<file path="config.mk">
export PLATFORM = sky130hd
export DESIGN_NAME = bloom_filter_insert_check
export DESIGN_NICKNAME = d
export VERILOG_FILES = /design/src/design/bfic_pkg.sv /design/src/design/bfic_front.sv /design/src/design/bfic_queue.sv /design/src/design/bfic_back.sv /design/src/design/bloom_filter_insert_check.sv
export SDC_FILE = /design/constraint.sdc
export NUM_CORES = 2
export LEC_CHECK = 0
export ABC_AREA = 1
export BUFFER_PORTS_ARGS = -buffer_cell sky130_fd_sc_hd__buf_2
export CELL_PAD_IN_SITES_DETAIL_PLACEMENT = 0
export CELL_PAD_IN_SITES_GLOBAL_PLACEMENT = 1
export CORE_MARGIN = 1
export CORE_UTILIZATION = 52
export CTS_CLUSTER_SIZE = 20
export DETAILED_ROUTE_END_ITERATION = 8
export GPL_ROUTABILITY_DRIVEN = 0
export PLACE_DENSITY_LB_ADDON = 0.1
export REMOVE_ABC_BUFFERS = 1
export SLEW_MARGIN = 20
export SYNTH_ARGS = -nofsm -noshare
export SYNTH_HDL_FRONTEND = slang
export SYNTH_SLANG_ARGS = --single-unit
</file>
<file path="constraint.sdc">
create_clock -name clk_i -period 32.5 [get_ports clk_i]
set_input_delay 1.625 -clock clk_i [delete_from_list [all_inputs] [get_ports clk_i]]
set_output_delay 1.625 -clock clk_i [all_outputs]
set_load 0.01 [all_outputs]
</file>
<file path="src/design/bfic_pkg.sv">
// Shared constants, command codes and types for the Bloom filter block.
// Used by every module under design/; depends on nothing else.
package bfic_pkg;

  localparam int MAX_BITS    = 1024;
  localparam int MAX_HASHES  = 16;

  localparam int KEY_W          = 32;
  localparam int CMD_W          = 2;
  localparam int NUM_HASHES_W   = 5;
  localparam int BIT_COUNT_W    = 11;
  localparam int CFG_IDX_W      = 4;
  localparam int CFG_DATA_W     = 16;

  localparam int HASH_MUL  = 53;
  localparam int SEED_MUL  = 47;
  localparam int MUL_W     = 6;
  localparam int SEED_W    = 6;
  localparam int PROD_W    = KEY_W + MUL_W;

  localparam int WORD_W      = 32;
  localparam int STORE_WORDS = MAX_BITS / WORD_W;
  localparam int WIDX_W      = $clog2(STORE_WORDS);
  localparam int BIT_W       = $clog2(WORD_W);
  localparam int POS_W       = $clog2(MAX_BITS);
  localparam int NB_W        = POS_W + 1;
  localparam int K_W         = $clog2(MAX_HASHES + 1);
  localparam int DIV_STEPS   = PROD_W / 2;
  localparam int DCNT_W      = $clog2(DIV_STEPS);

  localparam int QUEUE_DEPTH = 2;
  localparam int QPTR_W      = $clog2(QUEUE_DEPTH);
  localparam int QCNT_W      = $clog2(QUEUE_DEPTH + 1);

  localparam logic [CMD_W-1:0] CMD_INSERT = 2'd0;
  localparam logic [CMD_W-1:0] CMD_CHECK  = 2'd1;
  localparam logic [CMD_W-1:0] CMD_CLEAR  = 2'd2;

  localparam logic [CFG_IDX_W-1:0] CFG_NUM_HASHES = 4'd0;
  localparam logic [CFG_IDX_W-1:0] CFG_BIT_COUNT  = 4'd1;

  typedef enum logic [1:0] {
    OP_INSERT,
    OP_CHECK,
    OP_CLEAR,
    OP_NOP
  } op_e;

  typedef enum logic [1:0] {
    ST_IDLE,
    ST_DIV,
    ST_PROBE,
    ST_DONE
  } back_state_e;

  typedef struct packed {
    op_e               op;
    logic [PROD_W-1:0] prod;
  } item_t;

  typedef struct packed {
    logic [K_W-1:0]  hashes;
    logic [NB_W-1:0] nbits;
  } cfg_t;

endpackage

</file>
<file path="src/design/bfic_front.sv">
// Front end: takes input words, decodes the command and forms 53*key.
// Depends on bfic_pkg; feeds bfic_queue.
module bfic_front (
  input  logic                         clk_i,
  input  logic                         rst_ni,
  input  logic                         in_valid_i,
  output logic                         in_ready_o,
  input  logic [bfic_pkg::CMD_W-1:0]   cmd_i,
  input  logic [bfic_pkg::KEY_W-1:0]   key_i,
  input  logic                         q_full_i,
  output logic                         push_o,
  output bfic_pkg::item_t              item_o
);

  bfic_pkg::op_e op;

  always_comb begin
    unique case (cmd_i)
      bfic_pkg::CMD_INSERT: op = bfic_pkg::OP_INSERT;
      bfic_pkg::CMD_CHECK:  op = bfic_pkg::OP_CHECK;
      bfic_pkg::CMD_CLEAR:  op = bfic_pkg::OP_CLEAR;
      default:              op = bfic_pkg::OP_NOP;
    endcase
  end

  assign in_ready_o  = !q_full_i;
  assign push_o      = in_valid_i && !q_full_i;
  assign item_o.op   = op;
  assign item_o.prod = bfic_pkg::PROD_W'(key_i) *
                       bfic_pkg::PROD_W'(bfic_pkg::HASH_MUL);

  a_no_push_full: assert property (@(posedge clk_i) disable iff (!rst_ni)
    push_o |-> !q_full_i)
    else $error("front pushed into a full queue");

  a_accept_pushes: assert property (@(posedge clk_i) disable iff (!rst_ni)
    (in_valid_i && in_ready_o) |-> push_o)
    else $error("accepted word not pushed");

endmodule

</file>
<file path="src/design/bfic_queue.sv">
// Short FIFO of decoded words between the front and back ends.
// Depends on bfic_pkg for the entry type and depth.
module bfic_queue (
  input  logic            clk_i,
  input  logic            rst_ni,
  input  logic            push_i,
  input  bfic_pkg::item_t item_i,
  output logic            full_o,
  input  logic            pop_i,
  output logic            valid_o,
  output bfic_pkg::item_t item_o
);

  bfic_pkg::item_t                    mem_q [bfic_pkg::QUEUE_DEPTH];
  logic [bfic_pkg::QPTR_W-1:0]        wr_ptr_q, rd_ptr_q;
  logic [bfic_pkg::QCNT_W-1:0]        count_q;

  function automatic logic [bfic_pkg::QPTR_W-1:0] ptr_inc(
    input logic [bfic_pkg::QPTR_W-1:0] p
  );
    return (p == bfic_pkg::QPTR_W'(bfic_pkg::QUEUE_DEPTH - 1)) ? '0
           : p + bfic_pkg::QPTR_W'(1);
  endfunction

  assign full_o  = (count_q == bfic_pkg::QCNT_W'(bfic_pkg::QUEUE_DEPTH));
  assign valid_o = (count_q != '0);
  assign item_o  = mem_q[rd_ptr_q];

  always_ff @(posedge clk_i) begin
    if (push_i) begin
      mem_q[wr_ptr_q] <= item_i;
    end
  end

  always_ff @(posedge clk_i or negedge rst_ni) begin
    if (!rst_ni) begin
      wr_ptr_q <= '0;
      rd_ptr_q <= '0;
      count_q  <= '0;
    end else begin
      if (push_i) begin
        wr_ptr_q <= ptr_inc(wr_ptr_q);
      end
      if (pop_i) begin
        rd_ptr_q <= ptr_inc(rd_ptr_q);
      end
      if (push_i && !pop_i) begin
        count_q <= count_q + bfic_pkg::QCNT_W'(1);
      end else if (pop_i && !push_i) begin
        count_q <= count_q - bfic_pkg::QCNT_W'(1);
      end
    end
  end

  a_no_underflow: assert property (@(posedge clk_i) disable iff (!rst_ni)
    pop_i |-> count_q != '0)
    else $error("pop from empty queue");

  a_count_bound: assert property (@(posedge clk_i) disable iff (!rst_ni)
    count_q <= bfic_pkg::QCNT_W'(bfic_pkg::QUEUE_DEPTH))
    else $error("queue count out of range");

endmodule

</file>
<file path="src/design/bfic_back.sv">
// Back end: remainder of 53*key by the bit count, probe walk over the bit
// store, and the result register. Depends on bfic_pkg; fed by bfic_queue.
module bfic_back (
  input  logic            clk_i,
  input  logic            rst_ni,
  input  bfic_pkg::cfg_t  cfg_i,
  input  logic            q_valid_i,
  input  bfic_pkg::item_t q_item_i,
  output logic            pop_o,
  output logic            out_valid_o,
  input  logic            out_ready_i,
  output logic            present_o
);

  bfic_pkg::back_state_e              state_q, state_d;
  bfic_pkg::op_e                      op_q, op_d;
  logic [bfic_pkg::PROD_W-1:0]        prod_q, prod_d;
  logic [bfic_pkg::NB_W-1:0]          rem_q, rem_d;
  logic [bfic_pkg::NB_W-1:0]          c_q, c_d;
  logic [bfic_pkg::NB_W-1:0]          nbits_q, nbits_d;
  logic [bfic_pkg::K_W-1:0]           k_q, k_d;
  logic [bfic_pkg::K_W-1:0]           seed_q, seed_d;
  logic [bfic_pkg::DCNT_W-1:0]        div_cnt_q, div_cnt_d;
  logic                               hit_q, hit_d;
  logic                               out_valid_q, out_valid_d;
  logic                               present_q, present_d;
  logic [bfic_pkg::WORD_W-1:0]        store_q [bfic_pkg::STORE_WORDS];

  logic [bfic_pkg::NB_W-1:0]          div_mid, div_new;
  logic [bfic_pkg::NB_W-1:0]          p_sum, p_mod;
  logic [bfic_pkg::WIDX_W-1:0]        widx;
  logic [bfic_pkg::WORD_W-1:0]        mask;
  logic                               bit_set;
  logic                               clr, set_en;

  function automatic logic [bfic_pkg::NB_W-1:0] mod_step(
    input logic [bfic_pkg::NB_W-1:0] rem,
    input logic                      b,
    input logic [bfic_pkg::NB_W-1:0] n
  );
    logic [bfic_pkg::NB_W-1:0] t;
    t = {rem[bfic_pkg::NB_W-2:0], b};
    return (t >= n) ? t - n : t;
  endfunction

  function automatic logic [bfic_pkg::NB_W-1:0] seed_mod(
    input logic [bfic_pkg::NB_W-1:0] n
  );
    logic [bfic_pkg::NB_W-1:0]     r;
    logic [bfic_pkg::SEED_W-1:0]   s;
    r = '0;
    s = bfic_pkg::SEED_W'(bfic_pkg::SEED_MUL);
    for (int i = bfic_pkg::SEED_W - 1; i >= 0; i--) begin
      r = mod_step(r, s[i], n);
    end
    return r;
  endfunction

  assign div_mid = mod_step(rem_q, prod_q[bfic_pkg::PROD_W-1], nbits_q);
  assign div_new = mod_step(div_mid, prod_q[bfic_pkg::PROD_W-2], nbits_q);

  assign p_sum   = rem_q + c_q;
  assign p_mod   = (p_sum >= nbits_q) ? p_sum - nbits_q : p_sum;
  assign widx    = p_mod[bfic_pkg::POS_W-1:bfic_pkg::BIT_W];
  assign mask    = {1'b1, {(bfic_pkg::WORD_W-1){1'b0}}} >> p_mod[bfic_pkg::BIT_W-1:0];
  assign bit_set = |(store_q[widx] & mask);

  assign out_valid_o = out_valid_q;
  assign present_o   = present_q;

  always_comb begin
    state_d     = state_q;
    op_d        = op_q;
    prod_d      = prod_q;
    rem_d       = rem_q;
    c_d         = c_q;
    nbits_d     = nbits_q;
    k_d         = k_q;
    seed_d      = seed_q;
    div_cnt_d   = div_cnt_q;
    hit_d       = hit_q;
    out_valid_d = out_valid_q && !out_ready_i;
    present_d   = present_q;
    pop_o       = 1'b0;
    clr         = 1'b0;
    set_en      = 1'b0;
    unique case (state_q)
      bfic_pkg::ST_IDLE: begin
        if (q_valid_i) begin
          pop_o     = 1'b1;
          op_d      = q_item_i.op;
          prod_d    = q_item_i.prod;
          nbits_d   = cfg_i.nbits;
          k_d       = cfg_i.hashes;
          c_d       = seed_mod(cfg_i.nbits);
          rem_d     = '0;
          seed_d    = '0;
          div_cnt_d = bfic_pkg::DCNT_W'(bfic_pkg::DIV_STEPS - 1);
          hit_d     = 1'b1;
          state_d   = bfic_pkg::ST_DONE;
          unique case (q_item_i.op)
            bfic_pkg::OP_CLEAR: clr = 1'b1;
            bfic_pkg::OP_NOP:   hit_d = 1'b0;
            default: begin
              if (cfg_i.hashes != '0) begin
                state_d = bfic_pkg::ST_DIV;
              end
            end
          endcase
        end
      end
      bfic_pkg::ST_DIV: begin
        rem_d  = div_new;
        prod_d = prod_q << 2;
        if (div_cnt_q == '0) begin
          state_d = bfic_pkg::ST_PROBE;
        end else begin
          div_cnt_d = div_cnt_q - bfic_pkg::DCNT_W'(1);
        end
      end
      bfic_pkg::ST_PROBE: begin
        rem_d  = p_mod;
        seed_d = seed_q + bfic_pkg::K_W'(1);
        if (op_q == bfic_pkg::OP_INSERT) begin
          set_en = 1'b1;
        end else if (!bit_set) begin
          hit_d   = 1'b0;
          state_d = bfic_pkg::ST_DONE;
        end
        if (seed_d == k_q) begin
          state_d = bfic_pkg::ST_DONE;
        end
      end
      bfic_pkg::ST_DONE: begin
        if (!out_valid_q || out_ready_i) begin
          out_valid_d = 1'b1;
          present_d   = hit_q;
          state_d     = bfic_pkg::ST_IDLE;
        end
      end
      default: state_d = bfic_pkg::ST_IDLE;
    endcase
  end

  always_ff @(posedge clk_i or negedge rst_ni) begin
    if (!rst_ni) begin
      state_q     <= bfic_pkg::ST_IDLE;
      out_valid_q <= 1'b0;
    end else begin
      state_q     <= state_d;
      out_valid_q <= out_valid_d;
    end
  end

  always_ff @(posedge clk_i) begin
    op_q      <= op_d;
    prod_q    <= prod_d;
    rem_q     <= rem_d;
    c_q       <= c_d;
    nbits_q   <= nbits_d;
    k_q       <= k_d;
    seed_q    <= seed_d;
    div_cnt_q <= div_cnt_d;
    hit_q     <= hit_d;
    present_q <= present_d;
  end

  always_ff @(posedge clk_i or negedge rst_ni) begin
    if (!rst_ni) begin
      for (int i = 0; i < bfic_pkg::STORE_WORDS; i++) begin
        store_q[i] <= '0;
      end
    end else if (clr) begin
      for (int i = 0; i < bfic_pkg::STORE_WORDS; i++) begin
        store_q[i] <= '0;
      end
    end else if (set_en) begin
      store_q[widx] <= store_q[widx] | mask;
    end
  end

  a_probe_in_range: assert property (@(posedge clk_i) disable iff (!rst_ni)
    state_q == bfic_pkg::ST_PROBE |-> rem_q < nbits_q && c_q < nbits_q)
    else $error("probe position out of range");

  a_div_to_probe: assert property (@(posedge clk_i) disable iff (!rst_ni)
    (state_q == bfic_pkg::ST_DIV && div_cnt_q == '0) |=> state_q == bfic_pkg::ST_PROBE)
    else $error("remainder pass did not hand over to probing");

  a_insert_sets: assert property (@(posedge clk_i) disable iff (!rst_ni)
    (state_q == bfic_pkg::ST_PROBE && op_q == bfic_pkg::OP_INSERT)
      |=> (store_q[$past(widx)] & $past(mask)) != '0)
    else $error("insert probe left its bit clear");

  a_result_load: assert property (@(posedge clk_i) disable iff (!rst_ni)
    (state_q == bfic_pkg::ST_DONE && (!out_valid_q || out_ready_i))
      |=> out_valid_q && present_q == $past(hit_q))
    else $error("result not loaded from probe outcome");

endmodule

</file>
<file path="src/design/bloom_filter_insert_check.sv">
// Bloom filter block over a 1024-bit store: an insert or check word passes the
// back end as a fetch, a remainder pass reducing 53*key modulo the bit count two
// product bits per cycle, one probe per hash at one store word each and a result
// hand-off; a check stops at its first clear bit, and a clear, an unused command
// or k = 0 goes from the fetch straight to the hand-off. A two-word queue
// lets the front take new words while the back end is busy; the store is zero
// after reset. Depends on bfic_pkg, bfic_front, bfic_queue and bfic_back.
module bloom_filter_insert_check (
  input  logic                              clk_i,
  input  logic                              rst_ni,
  input  logic                              cfg_valid_i,
  output logic                              cfg_ready_o,
  input  logic [bfic_pkg::CFG_IDX_W-1:0]    cfg_index_i,
  input  logic [bfic_pkg::CFG_DATA_W-1:0]   cfg_data_i,
  input  logic                              in_valid_i,
  output logic                              in_ready_o,
  input  logic [bfic_pkg::CMD_W-1:0]        cmd_i,
  input  logic [bfic_pkg::KEY_W-1:0]        key_i,
  output logic                              out_valid_o,
  input  logic                              out_ready_i,
  output logic                              present_o
);

  logic [bfic_pkg::NUM_HASHES_W-1:0] num_hashes_q;
  logic [bfic_pkg::BIT_COUNT_W-1:0]  bit_count_q;
  bfic_pkg::cfg_t                    cfg;
  logic                              q_full, push, pop, q_valid;
  bfic_pkg::item_t                   push_item, q_item;

  assign cfg_ready_o = 1'b1;

  always_ff @(posedge clk_i or negedge rst_ni) begin
    if (!rst_ni) begin
      num_hashes_q <= bfic_pkg::NUM_HASHES_W'(2);
      bit_count_q  <= bfic_pkg::BIT_COUNT_W'(1024);
    end else if (cfg_valid_i) begin
      unique case (cfg_index_i)
        bfic_pkg::CFG_NUM_HASHES: num_hashes_q <= cfg_data_i[bfic_pkg::NUM_HASHES_W-1:0];
        bfic_pkg::CFG_BIT_COUNT:  bit_count_q  <= cfg_data_i[bfic_pkg::BIT_COUNT_W-1:0];
        default: ;
      endcase
    end
  end

  always_comb begin
    cfg.hashes = (num_hashes_q > bfic_pkg::MAX_HASHES)
               ? bfic_pkg::K_W'(bfic_pkg::MAX_HASHES)
               : bfic_pkg::K_W'(num_hashes_q);
    if (bit_count_q == '0) begin
      cfg.nbits = bfic_pkg::NB_W'(1);
    end else if (bit_count_q > bfic_pkg::MAX_BITS) begin
      cfg.nbits = bfic_pkg::NB_W'(bfic_pkg::MAX_BITS);
    end else begin
      cfg.nbits = bfic_pkg::NB_W'(bit_count_q);
    end
  end

  bfic_front u_front (
    .clk_i      (clk_i),
    .rst_ni     (rst_ni),
    .in_valid_i (in_valid_i),
    .in_ready_o (in_ready_o),
    .cmd_i      (cmd_i),
    .key_i      (key_i),
    .q_full_i   (q_full),
    .push_o     (push),
    .item_o     (push_item)
  );

  bfic_queue u_queue (
    .clk_i   (clk_i),
    .rst_ni  (rst_ni),
    .push_i  (push),
    .item_i  (push_item),
    .full_o  (q_full),
    .pop_i   (pop),
    .valid_o (q_valid),
    .item_o  (q_item)
  );

  bfic_back u_back (
    .clk_i       (clk_i),
    .rst_ni      (rst_ni),
    .cfg_i       (cfg),
    .q_valid_i   (q_valid),
    .q_item_i    (q_item),
    .pop_o       (pop),
    .out_valid_o (out_valid_o),
    .out_ready_i (out_ready_i),
    .present_o   (present_o)
  );

endmodule
</file>
==> flow_metrics.py <==
metrics = {
    "detailed_routing": {
        "ant_nets": 0,
        "via_count": 57988,
        "routed_wl_mm": 213.6,
        "viasPerCell": 5.885,
        "firstDrtPassIters": 6,
        "drt_iter0_drc": 5539,
        "wl_per_cell_microns": 21.68,
        "remaining_drc_errors": 0,
    },
    "yosys": {
        "ys_seq_area_share_pct": 47.44,
        "netlist_area_sq_mm": 0.06599,
        "syn_inst": 8404,
        "async_flop_share_pct": 86.03,
        "synth.distinct_cells": 60,
        "synth_seq_cells": 1217,
        "ys.flop_type": "dfrtp_1",
        "yosysWarnings": 0,
        "synth_enable_flop_cells": 170,
        "synth_area_per_cell_sq_um": 7.852,
    },
    "floorplanning": {
        "start_util_pct": 52.49,
        "dieWidth_microns": 358.2,
        "num_rows": 130,
        "die-area_sq_mm": 0.1283,
        "io_pins": 63,
        "die_y_microns": 358.2,
        "core_area_sq_mm": 0.1257,
    },
    "clocking": {
        "clock-sinks": 1217,
        "postCtsSetupBuffers": 0,
        "cts_tree": "built",
        "clkLatencyLatePin_ns": 0.79,
        "h-tree-depth": 4,
        "clock_path_buffers": 3,
        "cts.clk_slew.worst_paths_ns": 0.06,
        "cts_buffers": 137,
        "postCtsHoldBufs": 0,
        "clockRootBuffer": "clkbuf_16",
        "ctsResizeCount": 0,
    },
    "sta": {
        "drv_slew": 0,
        "holdWs_ns": 0.5003,
        "setup-tns-final_ns": 0,
        "worst_slew_pin_slew_ns": 1.251,
        "setup_viol_count_final": 0,
        "fin_worst_skew_ns": 0.02547,
        "hold_viol": 0,
        "rsz0062_at_grt": "false",
        "period_share_pct": 43.40,
        "max_freq_mhz": 70.90,
        "fin_crit_ns": 14.10,
        "slew_headroom_pct": 15.74,
    },
    "setup_path": {
        "endpoint_kind": "flop",
        "rr_startpoint": "bit_count_q[2]$_DFFE_PN0P_",
        "reg2regPathDepth": 69,
        "path_max_fanout": 19,
        "crit_slowest_cell": "a21oi_1",
        "critPathKind": "reg2reg",
        "worst_setup_path_start_kind": "flop",
        "crit_top_cell": "nor2_1",
        "cp.required_ns": 33.02,
        "worstPathArrival_ns": 14.63,
        "reg2reg_to": "u_back.c_q[9]$_DFFE_PP_",
        "r2r_slack_ns": 18.40,
        "cpPeakStageDelay_ns": 0.75,
    },
    "hold_path": {
        "hold_path_startpoint": "num_hashes_q[4]$_DFFE_PN0P_",
        "whs_endpoint": "u_back.k_q[4]$_DFFE_PP_",
        "hold-path-cell-count": 0,
        "hold_path_class": "reg2reg",
    },
    "cells_and_area": {
        "fillCellCount": 11905,
        "nets": 8430,
        "drive_above_1_share_pct": 6.376,
        "fin_util_pct": 57.03,
        "antenna_cells": 0,
        "area.growth.synth_to_final_pct": 8.655,
    },
    "global_routing": {
        "grt_pass1_vias": 55178,
        "grt.overflow.total": 0,
        "groute.usage.overall_pct": 33.32,
        "grt_max_degree": 179,
        "grt_pass1_wl_mm": 328.5,
        "antenna_found_initial": 2,
    },
    "place": {
        "hpwl_mm": 124.4,
        "numPortBuffers": 56,
    },
    "outcome": {
        "status": "finished clean",
    },
    "job": {
        "maxCapViolCount": 0,
    },
}
-- cell usage in the layout, fill, tap and decap left out, types with 65 or more instances in the layout --
cell and n:
edfxtp_1 170, nor2_1 204, xor2_1 65, clkbuf_16 139, fa_1 65, o22ai_1 192, o21ai_1 330, a21oi_1 217
dfrtp_1 1045, nand2_1 2854, ha_1 206, nand3_1 937, inv_1 418, buf_4 112, o21ai_0 815
-- cell usage after synthesis (157+ instances only) --
cell type,instances,share of area (%)
nand2_1,2872,16
dfrtp_1,1045,40
nand3_1,964,7.3
o21ai_0,816,6.2
inv_1,418,2.4
clkbuf_1,417,2.4
o21ai_1,330,2.5
a21oi_1,218,1.7
nor2_1,210,1.2
ha_1,206,3.9
o22ai_1,192,1.8
edfxtp_1,170,7.7
buf_2,157,1.2
-- cells by family after synthesis --
group | Yosys count | synth area share, %
XOR/XNOR | 98 | 1.301
AND/OR/NAND/NOR | 4146 | 26.00
buffers and inverters | 1055 | 6.479
flip-flops | 1217 | 47.44
other | 2 | 0.01138
adder cells (fa/ha/maj) | 271 | 5.878
multiplexers | 1 | 0.01706
AO/OA/AOI/OAI | 1614 | 12.87
-- per-layer routing --
metal | share of wire, % | up-vias | GRT usage (%)
met4 | 4.4 | 0 | 14.14
met1 | 42 | 28383 | 44.60
met5 | 0 | - | 0
li1 | - | 27155 | -
met3 | 7.2 | 416 | 6.096
met2 | 46 | 2034 | 53.18
-- how the worst max path moves through the flow --
| stage | from | to | slack (ns) |
|---|---|---|---|
| 2_1_floorplan | u_back.state_q[0]$_DFFE_PN0P_ | u_back.store_q[768]$_DFFE_PN0P_ | 0.13 |
| 3_3_place_gp | bit_count_q[10]$_DFFE_PN1P_ | u_back.c_q[9]$_DFFE_PP_ | 18.02 |
| 3_5_place_dp | bit_count_q[10]$_DFFE_PN1P_ | u_back.c_q[9]$_DFFE_PP_ | 17.97 |
| 4_1_cts | bit_count_q[9]$_DFFE_PN0P_ | u_back.c_q[9]$_DFFE_PP_ | 17.95 |
| 5_1_grt | bit_count_q[2]$_DFFE_PN0P_ | u_back.c_q[9]$_DFFE_PP_ | 16.63 |
| 6_report | bit_count_q[2]$_DFFE_PN0P_ | u_back.c_q[9]$_DFFE_PP_ | 18.40 |
-- sequential cells by signal (all words and copies together), names as in the netlist, 11 cells and up --
name and cells:
u_back.prod_q 38, u_back.store_q 1024, bit_count_q 11, u_back.c_q 11, u_queue.mem_q 80, u_back.nbits_q 11, u_back.rem_q 11
-- per-stage QoR --
step	cells	area, sq um	worst slack [ns]
floorplan	7781	63340	0.1309
global placement	9607	67120	18.02
detailed placement	9609	67180	17.97
CTS	9851	71650	17.95
global route	9853	71700	16.63
finish	9853	71700	18.40
-- cell type report --
type	instances	area (sq um)	share of cell area, %
Tap cell	1650	2064	2.879
Inverter	429	1615	2.253
Clock inverter	40	427.9	0.5968
Timing Repair Buffer	180	1368	1.907
Sequential cell	1217	31310	43.66
Clock buffer	202	4045	5.641
Multi-Input combinational cell	6135	30880	43.06
-- critical path: cells and delay by family (launching register included) --
kind / cells / cell delay (ns)
and+or+nand+nor: 25 / 3.37
AOI/OAI and AO/OA: 27 / 6.39
adders and majority gates: 6 / 2.08
buffers and inverters: 11 / 1.58
DFF: 1 / 0.39
Power is not shown: default switching activity piles up to over one toggle a cycle in this logic, so the estimate is an artifact.
